[src/hdl/zled_pkg.sv]
// types and constants for the zebra line and entry detector
`timescale 1ns / 1ps

package zled_pkg;

    // frame geometry
    localparam int ROWS = 120;
    localparam int COLS = 188;

    // register reset values
    localparam logic [7:0] THRESHOLD_RESET = 8'd130;
    localparam logic [6:0] MIN_ENTRY_RESET = 7'd20;

    // entry row must lie more than this far below the scan top row
    localparam logic [7:0] ENTRY_MARGIN = 8'd5;
    // counting runs only on this fork count
    localparam logic [7:0] COUNT_FORKS  = 8'd2;
    localparam logic [7:0] COUNT_MAX    = 8'd255;

    // configuration register indexes
    localparam int          CFG_IDX_W     = 1;
    localparam logic [0:0]  CFG_THRESHOLD = 1'd0;
    localparam logic [0:0]  CFG_MIN_ENTRY = 1'd1;
    localparam int          CFG_DATA_W    = 8;

    // one pixel with its row-level context
    typedef struct packed {
        logic [6:0] row;
        logic [7:0] column;
        logic       pixel_white;
        logic [7:0] left_bound;
        logic [7:0] right_bound;
        logic       left_edge_found;
        logic [6:0] scan_top_row;
        logic [7:0] fork_count;
        logic       frame_end;
    } t_pixel_item;

    // per-frame result
    typedef struct packed {
        logic       zebra_seen;
        logic       home_entry;
        logic [6:0] entry_row;
        logic [7:0] transition_total;
    } t_result_item;

endpackage

[src/hdl/zebra_line_and_entry_detector.sv]
// top level: zebra crossing transition counter and home-entry row finder
`timescale 1ns / 1ps

// Takes one binary pixel per cycle in raster order, while the input side is not
// stalled, and returns one result per frame, on the pixel flagged frame_end. Each
// pixel is first captured in an input register; when it leaves that register, the
// per-frame state and the result register are updated from it, and the result
// is transferred out from the result register. The block sustains one pixel per
// cycle while the input side is not stalled.
// The input side stalls only when a frame_end pixel waits in the input register
// while the previous result has not been taken. Configuration writes must be
// made while no frame is in progress.
module zebra_line_and_entry_detector
    import zled_pkg::*;
(
    input  logic                  i_clk,
    input  logic                  i_rst_n,
    // pixel channel
    input  logic                  i_in_valid,
    output logic                  o_in_stall,
    input  t_pixel_item           i_in_data,
    // result channel
    output logic                  o_out_valid,
    input  logic                  i_out_stall,
    output t_result_item          o_out_data,
    // configuration writes
    input  logic                  i_cfg_we,
    input  logic [CFG_IDX_W-1:0]  i_cfg_index,
    input  logic [CFG_DATA_W-1:0] i_cfg_data
);

    // configuration
    logic [7:0] r_threshold;
    logic [6:0] r_min_entry;

    // input register
    logic        r_in_vld, n_in_vld;
    t_pixel_item r_in,     n_in;

    // result register
    logic         r_out_vld, n_out_vld;
    t_result_item r_out,     n_out;

    // frame state
    logic       r_prev_white, n_prev_white;
    logic [7:0] r_count,      n_count;
    logic       r_frozen,     n_frozen;
    logic [1:0] r_history,    n_history;
    logic [6:0] r_first_row,  n_first_row;
    logic       r_match,      n_match;
    logic       r_above_min,  n_above_min;
    logic       r_bottom,     n_bottom;

    // sticky state
    logic       r_zebra,      n_zebra;
    logic       r_home,       n_home;
    logic [6:0] r_entry_row,  n_entry_row;

    logic out_free;
    logic fire;
    logic in_take;

    // stage control
    assign out_free   = !r_out_vld || !i_out_stall;
    assign fire       = r_in_vld && (!r_in.frame_end || out_free);
    assign o_in_stall = r_in_vld && !fire;
    assign in_take    = i_in_valid && !o_in_stall;

    assign o_out_valid = r_out_vld;
    assign o_out_data  = r_out;

    // configuration writes
    always_ff @(posedge i_clk) begin
        if (!i_rst_n) begin
            r_threshold <= THRESHOLD_RESET;
            r_min_entry <= MIN_ENTRY_RESET;
        end else if (i_cfg_we) begin
            unique case (i_cfg_index)
                CFG_THRESHOLD: r_threshold <= i_cfg_data[7:0];
                CFG_MIN_ENTRY: r_min_entry <= i_cfg_data[6:0];
                default:       r_threshold <= r_threshold;
            endcase
        end
    end

    // input register load
    always_comb begin
        n_in     = r_in;
        n_in_vld = r_in_vld;
        if (in_take) begin
            n_in     = i_in_data;
            n_in_vld = 1'b1;
        end else if (fire) begin
            n_in_vld = 1'b0;
        end
    end

    // per-pixel update of frame and sticky state
    logic       counted_row;
    logic       row_in_frame;
    logic       row_end;
    logic [7:0] prev_col;
    logic       transition;
    logic [7:0] count_inc;
    logic       freeze_now;
    logic       is_candidate;
    logic       zebra_now;
    logic       bottom_now;
    logic       match_now;
    logic [6:0] first_now;
    logic       above_now;

    always_comb begin
        row_in_frame = ({1'b0, r_in.row} < 8'(ROWS));
        counted_row  = (r_in.fork_count == COUNT_FORKS) && (r_in.row >= r_in.scan_top_row)
                       && row_in_frame;
        row_end      = (r_in.column == 8'(COLS - 1)) || r_in.frame_end;
        prev_col     = r_in.column - 8'd1;

        // white at c-1, black at c, with c-1 inside the bounds
        transition = counted_row && !r_frozen && (r_in.column != 8'd0)
                     && (prev_col >= r_in.left_bound) && (prev_col < r_in.right_bound)
                     && r_prev_white && !r_in.pixel_white;
        count_inc  = (transition && (r_count != COUNT_MAX)) ? r_count + 8'd1 : r_count;

        freeze_now = row_end && counted_row && !r_frozen && (count_inc >= r_threshold);
        zebra_now  = r_zebra || freeze_now;

        // edge present with the two rows above it missing
        is_candidate = row_end && row_in_frame && r_in.left_edge_found && (r_history == 2'b00)
                       && ({1'b0, r_in.row} > ({1'b0, r_in.scan_top_row} + ENTRY_MARGIN));
        match_now  = r_match || is_candidate;
        first_now  = (is_candidate && !r_match) ? r_in.row : r_first_row;
        above_now  = r_above_min || (is_candidate && (r_in.row > r_min_entry));
        bottom_now = (row_end && row_in_frame && ({1'b0, r_in.row} == 8'(ROWS - 1)))
                     ? r_in.left_edge_found : r_bottom;

        n_prev_white = r_prev_white;
        n_count      = r_count;
        n_frozen     = r_frozen;
        n_history    = r_history;
        n_first_row  = r_first_row;
        n_match      = r_match;
        n_above_min  = r_above_min;
        n_bottom     = r_bottom;
        n_zebra      = r_zebra;
        n_home       = r_home;
        n_entry_row  = r_entry_row;

        if (fire) begin
            n_prev_white = r_in.pixel_white;
            n_count      = count_inc;
            n_frozen     = r_frozen || freeze_now;
            n_zebra      = zebra_now;
            n_first_row  = first_now;
            n_match      = match_now;
            n_above_min  = above_now;
            n_bottom     = bottom_now;
            if (row_end) begin
                n_history = {r_history[0], r_in.left_edge_found};
            end
            if (r_in.frame_end) begin
                // commit the entry row, then start a fresh frame
                if (zebra_now && bottom_now && match_now) begin
                    n_entry_row = first_now;
                    if (above_now) begin
                        n_home = 1'b1;
                    end
                end
                n_prev_white = 1'b0;
                n_count      = 8'd0;
                n_frozen     = 1'b0;
                n_history    = 2'b00;
                n_first_row  = 7'd0;
                n_match      = 1'b0;
                n_above_min  = 1'b0;
                n_bottom     = 1'b0;
            end
        end
    end

    // result register
    always_comb begin
        n_out     = r_out;
        n_out_vld = r_out_vld && i_out_stall;
        if (fire && r_in.frame_end) begin
            n_out_vld              = 1'b1;
            n_out.zebra_seen       = zebra_now;
            n_out.home_entry       = (zebra_now && bottom_now && match_now && above_now)
                                     || r_home;
            n_out.entry_row        = (zebra_now && bottom_now && match_now)
                                     ? first_now : r_entry_row;
            n_out.transition_total = count_inc;
        end
    end

    // control and state registers
    always_ff @(posedge i_clk) begin
        if (!i_rst_n) begin
            r_in_vld     <= 1'b0;
            r_out_vld    <= 1'b0;
            r_prev_white <= 1'b0;
            r_count      <= 8'd0;
            r_frozen     <= 1'b0;
            r_history    <= 2'b00;
            r_first_row  <= 7'd0;
            r_match      <= 1'b0;
            r_above_min  <= 1'b0;
            r_bottom     <= 1'b0;
            r_zebra      <= 1'b0;
            r_home       <= 1'b0;
            r_entry_row  <= 7'd0;
        end else begin
            r_in_vld     <= n_in_vld;
            r_out_vld    <= n_out_vld;
            r_prev_white <= n_prev_white;
            r_count      <= n_count;
            r_frozen     <= n_frozen;
            r_history    <= n_history;
            r_first_row  <= n_first_row;
            r_match      <= n_match;
            r_above_min  <= n_above_min;
            r_bottom     <= n_bottom;
            r_zebra      <= n_zebra;
            r_home       <= n_home;
            r_entry_row  <= n_entry_row;
        end
    end

    // payload registers
    always_ff @(posedge i_clk) begin
        r_in  <= n_in;
        r_out <= n_out;
    end

endmodule

[config.mk]
export PLATFORM = sky130hd
export DESIGN_NAME = zebra_line_and_entry_detector
export DESIGN_NICKNAME = d
export VERILOG_FILES = /design/src/hdl/zled_pkg.sv /design/src/hdl/zebra_line_and_entry_detector.sv
export SDC_FILE = /design/constraint.sdc
export NUM_CORES = 1
export LEC_CHECK = 0
export BUFFER_PORTS_ARGS = -buffer_cell sky130_fd_sc_hd__buf_4
export CORE_MARGIN = 5
export CORE_UTILIZATION = 46
export DETAILED_ROUTE_END_ITERATION = 6
export PLACE_DENSITY = 0.64
export SLEW_MARGIN = 20
export SYNTH_ARGS = -nofsm -noshare
export SYNTH_HDL_FRONTEND = slang
export SYNTH_SLANG_ARGS = --single-unit
[constraint.sdc]
create_clock -name i_clk -period 11.4 [get_ports i_clk]
set_clock_uncertainty 0.2 [all_clocks]
set_input_delay 1.14 -clock i_clk [delete_from_list [all_inputs] [get_ports i_clk]]
set_output_delay 1.14 -clock i_clk [all_outputs]
set_load 0.05 [all_outputs]
==> results.cfg <==
[hold_path]
hp-class = flop to flop
worstHoldPathCells = 2
hp-start = r_entry_row[6]$_SDFFE_PN0P_
hold_end = r_entry_row[6]$_SDFFE_PN0P_

[power_and_ir_drop]
p_leak_uw = 0.00297
post-layout-total-power_uw = 1040
power_per_cell_area_mw_per_mm2 = 147
internal_power_uw = 811
switchingPower_uw = 232
power_frac_comb_pct = 9.1
ir_worst_vdd_v = 0.000118
clkPwrFrac_pct = 46.5
power.share.switching_pct = 22.2
p_seq_share_pct = 44.4

[clocking]
cts.path.max_buffers = 2
clk_root_buffer_cell = sky130_fd_sc_hd__clkbuf_16
cts_tree = done
worstSkewPairLatency_ps = 420
clkSinkCount = 114
cts_max_level = 4
cts.hold.buffers_added = 0
clk_transition_reported_paths_ps = 50
resized_after_cts = 0
number_of_cts_inserted_buffers = 17
post-cts-setup-buffers = 0

[timing]
maxSlewHeadroom_pct = 49.2
finalSetupViolCount = 0
peak_clock_frequency_supported_by_timing_ghz = 0.181
drv_slew = 0
tightest_slew_ps = 761
report.final.hold_viol_count = 0
final.min_clock_period_ps = 5520
setup-tns-final_ps = 0
rsz_0062_raised_after_global_routing = false
period_share_pct = 48.4

[die]
placement_rows = 41
boundaryPins = 82
placeableCoreArea_mm2 = 0.0125
initial_util_pct = 46.3
die_height_um = 122
floorplan.die.width_um = 122
floorplan.die_area_mm2 = 0.0149

[global_route]
top_usage_layer = met2
globalRouteMet3Util_pct = 5.01
grt_start_max_net_pins = 50
number_of_global_route_vias_before_repair = 4369
grt_use_total_pct = 17.8
met1_usage_pct = 22.1
grt_antenna_before_repair = 0
globalRoute.totalOverflow = 0
grtUsageMet2_pct = 28.4
grt_pass1_wl_mm = 20.5

[critical_path]
cp-startpoint = r_in[36]$_DFFE_PP_
worstReg2RegEnd = o_out_data[10]$_DFFE_PP_
cp_max_fo = 11
critical_path.reg2reg.startpoint = r_in[36]$_DFFE_PP_
cp-start-kind = flop
path_class = flop to flop
arrival_ps = 5480
reg2reg_setup_slack_ps = 5880
reg2regPathDepth = 17
crit_path_end_kind = flop
worst-endpoint-required_ps = 11360

[finish]
multi_input_comb_area_mm2 = 0.00258
regArea_mm2 = 0.00294
nets = 733
area.growth.synth_to_final_pct = 22.6
fraction_of_layout_cells_with_a_size_suffix_above_1_pct = 20.9
final_std_cell_area_no_fill_mm2 = 0.00707
insertedDiodeCount = 0
filler_cell_count = 1094

[routing]
drt_wl_cell_um = 15.2
drc = 0
wire_length_reported_by_the_detailed_router_mm = 12.2
ant_nets = 0
routed_via_density = 5.23
drt_pass_1_iters = 4
drt_iter0_markers = 214
vias = 4207

[placed_design]
placed_cell_area_mm2 = 0.00654
portBuffers = 81
detailedPlacementHpwl_mm = 9.07
gpl.final_weighted_congestion = 0.853

[synthesis]
synth_edf_count = 66
seq_area_frac_synth_pct = 51.0
synth_top_flop_cell = sky130_fd_sc_hd__edfxtp_1
postSynthRegisterBits = 114
synth_fp_nets = 647
synth_area_per_cell_um2 = 10.8
yosysWarnings = 0
synth_area_mm2 = 0.00577
post_synthesis_cells = 535
ys_async_rst_share_pct = 0
netlist-cell-type-count = 65

[status]
status = completed

[flow_run]
cap_violations = 0
==> synth_stat cells, types with 3 or more instances <==
library cell / count / area, um2
sky130_fd_sc_hd__o22ai_1: 3 / 18.8
sky130_fd_sc_hd__a211oi_1: 3 / 22.5
sky130_fd_sc_hd__nand4_1: 8 / 50.1
sky130_fd_sc_hd__nor3_1: 7 / 35.0
sky130_fd_sc_hd__nand3_1: 32 / 160
sky130_fd_sc_hd__o21a_1: 7 / 52.6
sky130_fd_sc_hd__dfxtp_1: 48 / 961
sky130_fd_sc_hd__xor2_1: 7 / 61.3
sky130_fd_sc_hd__inv_1: 47 / 176
sky130_fd_sc_hd__xnor2_1: 9 / 78.8
sky130_fd_sc_hd__a21oi_1: 12 / 60.1
sky130_fd_sc_hd__a21o_1: 7 / 52.6
sky130_fd_sc_hd__nand2_1: 55 / 206
sky130_fd_sc_hd__o211ai_1: 7 / 52.6
sky130_fd_sc_hd__o21ai_1: 9 / 45.0
sky130_fd_sc_hd__mux2_2: 15 / 169
sky130_fd_sc_hd__nor2_1: 27 / 101
sky130_fd_sc_hd__ha_1: 49 / 613
sky130_fd_sc_hd__nand4b_1: 3 / 26.3
sky130_fd_sc_hd__or4_1: 3 / 22.5
sky130_fd_sc_hd__clkbuf_1: 10 / 37.5
sky130_fd_sc_hd__o21ai_0: 9 / 45.0
sky130_fd_sc_hd__nor2b_1: 16 / 100
sky130_fd_sc_hd__and3_1: 6 / 37.5
sky130_fd_sc_hd__edfxtp_1: 66 / 1980
sky130_fd_sc_hd__a21boi_0: 13 / 97.6
sky130_fd_sc_hd__nand2b_1: 3 / 18.8
sky130_fd_sc_hd__a22oi_1: 7 / 52.6
==> stage by stage <==
stage / utilization, % / setup slack [ps] / std cells / hold slack, ps
after CTS: 56.7 / 5880 / 804 / 250
after floorplan: - / 6560 / 535 / 223
after detailed placement: 52.5 / 5900 / 774 / 236
after global placement: 52.5 / 6040 / 774 / 232
final: 56.7 / 5880 / 804 / 247
after global routing: 56.7 / 5420 / 804 / 270
==> logic make-up (layout without fill, tap and decap cells) <==
group / count (synthesis) / count (layout) / share of synthesized area (%)
compound gates: 96 / 96 / 11.9
simple gates: 179 / 179 / 16.3
xor+xnor: 16 / 16 / 2.43
mux: 18 / 18 / 3.49
fa+ha+maj: 49 / 49 / 10.6
flops: 114 / 114 / 51.0
buf+inv: 63 / 160 / 4.32
==> worst max-delay path by stage <==
stage | endpoint | slack, ps | depth (start not counted)
after global placement | o_out_data[12]$_DFFE_PP_ | 6040 | 18
after global routing | o_out_data[10]$_DFFE_PP_ | 5420 | 18
after CTS | o_out_data[10]$_DFFE_PP_ | 5880 | 18
after detailed placement | o_out_data[10]$_DFFE_PP_ | 5900 | 18
final | o_out_data[10]$_DFFE_PP_ | 5880 | 17
after floorplan | o_out_data[10]$_DFFE_PP_ | 6560 | 18
==> power by group through the flow <==
stage	Combinational [uW]	Sequential [uW]	Clock [uW]
2_1_floorplan	55.8	472	0
3_3_place_gp	91.8	470	0
3_5_place_dp	95.2	471	0
4_1_cts	96.3	463	497
5_1_grt	107	465	514
6_report	95.0	463	485
==> state kept, by name, summed over array words and instances (netlist names), 2 cells and up <==
register / count
r_count: 8
r_first_row: 7
r_history: 2
r_threshold: 8
r_min_entry: 7
o_out_data: 17
r_in: 49
r_entry_row: 7
==> layer usage <==
| metal | part of all wire, % | vias to the layer above | wire length, um |
|---|---|---|---|
| li1 | - | 2101 | - |
| met1 | 46 | 1966 | 5590 |
| met2 | 46 | 117 | 5630 |
| met3 | 6.0 | 23 | 739 |
| met4 | 2.1 | 0 | 262 |
| met5 | 0 | - | 0 |
==> worst max-delay path, cell delays in order, from the launching register on <==
cell	delay (ps)
sky130_fd_sc_hd__edfxtp_1	450
sky130_fd_sc_hd__nor2_1	150
sky130_fd_sc_hd__nor4b_1	340
sky130_fd_sc_hd__xor2_1	260
sky130_fd_sc_hd__ha_1	290
sky130_fd_sc_hd__a21o_1	180
sky130_fd_sc_hd__a21o_1	200
sky130_fd_sc_hd__a211oi_4	390
sky130_fd_sc_hd__nand4_1	440
sky130_fd_sc_hd__nor2_1	300
sky130_fd_sc_hd__xor2_1	120
sky130_fd_sc_hd__ha_1	320
sky130_fd_sc_hd__nand2_1	60
sky130_fd_sc_hd__nor3_1	160
sky130_fd_sc_hd__a21oi_1	140
sky130_fd_sc_hd__o41ai_2	440
sky130_fd_sc_hd__o211a_1	430
sky130_fd_sc_hd__mux2_2	380
==> layout make-up <==
type                            count  area share, %
Tap cell                          172           3.04
Sequential cell                   114           41.6
Timing Repair Buffer               82           8.70
Clock inverter                      7           1.22
Multi-Input combinational cell    358           36.5
Inverter                           48           2.55
Clock buffer                       23           6.33
==> placed cells by master (no fill, tap or decap), types with 8 or more instances in the layout <==
cell / n
sky130_fd_sc_hd__edfxtp_1: 66
sky130_fd_sc_hd__mux2_2: 15
sky130_fd_sc_hd__ha_1: 49
sky130_fd_sc_hd__nand2_1: 55
sky130_fd_sc_hd__o21ai_1: 9
sky130_fd_sc_hd__nand4_1: 8
sky130_fd_sc_hd__xnor2_1: 9
sky130_fd_sc_hd__buf_4: 82
sky130_fd_sc_hd__a21oi_1: 12
sky130_fd_sc_hd__nor2_1: 27
sky130_fd_sc_hd__o21ai_0: 9
sky130_fd_sc_hd__clkbuf_16: 17
sky130_fd_sc_hd__nand3_1: 32
sky130_fd_sc_hd__a21boi_0: 13
sky130_fd_sc_hd__nor2b_1: 15
sky130_fd_sc_hd__dfxtp_1: 48
sky130_fd_sc_hd__inv_1: 47
No activity file was read; power rests on OpenSTA's default activity.
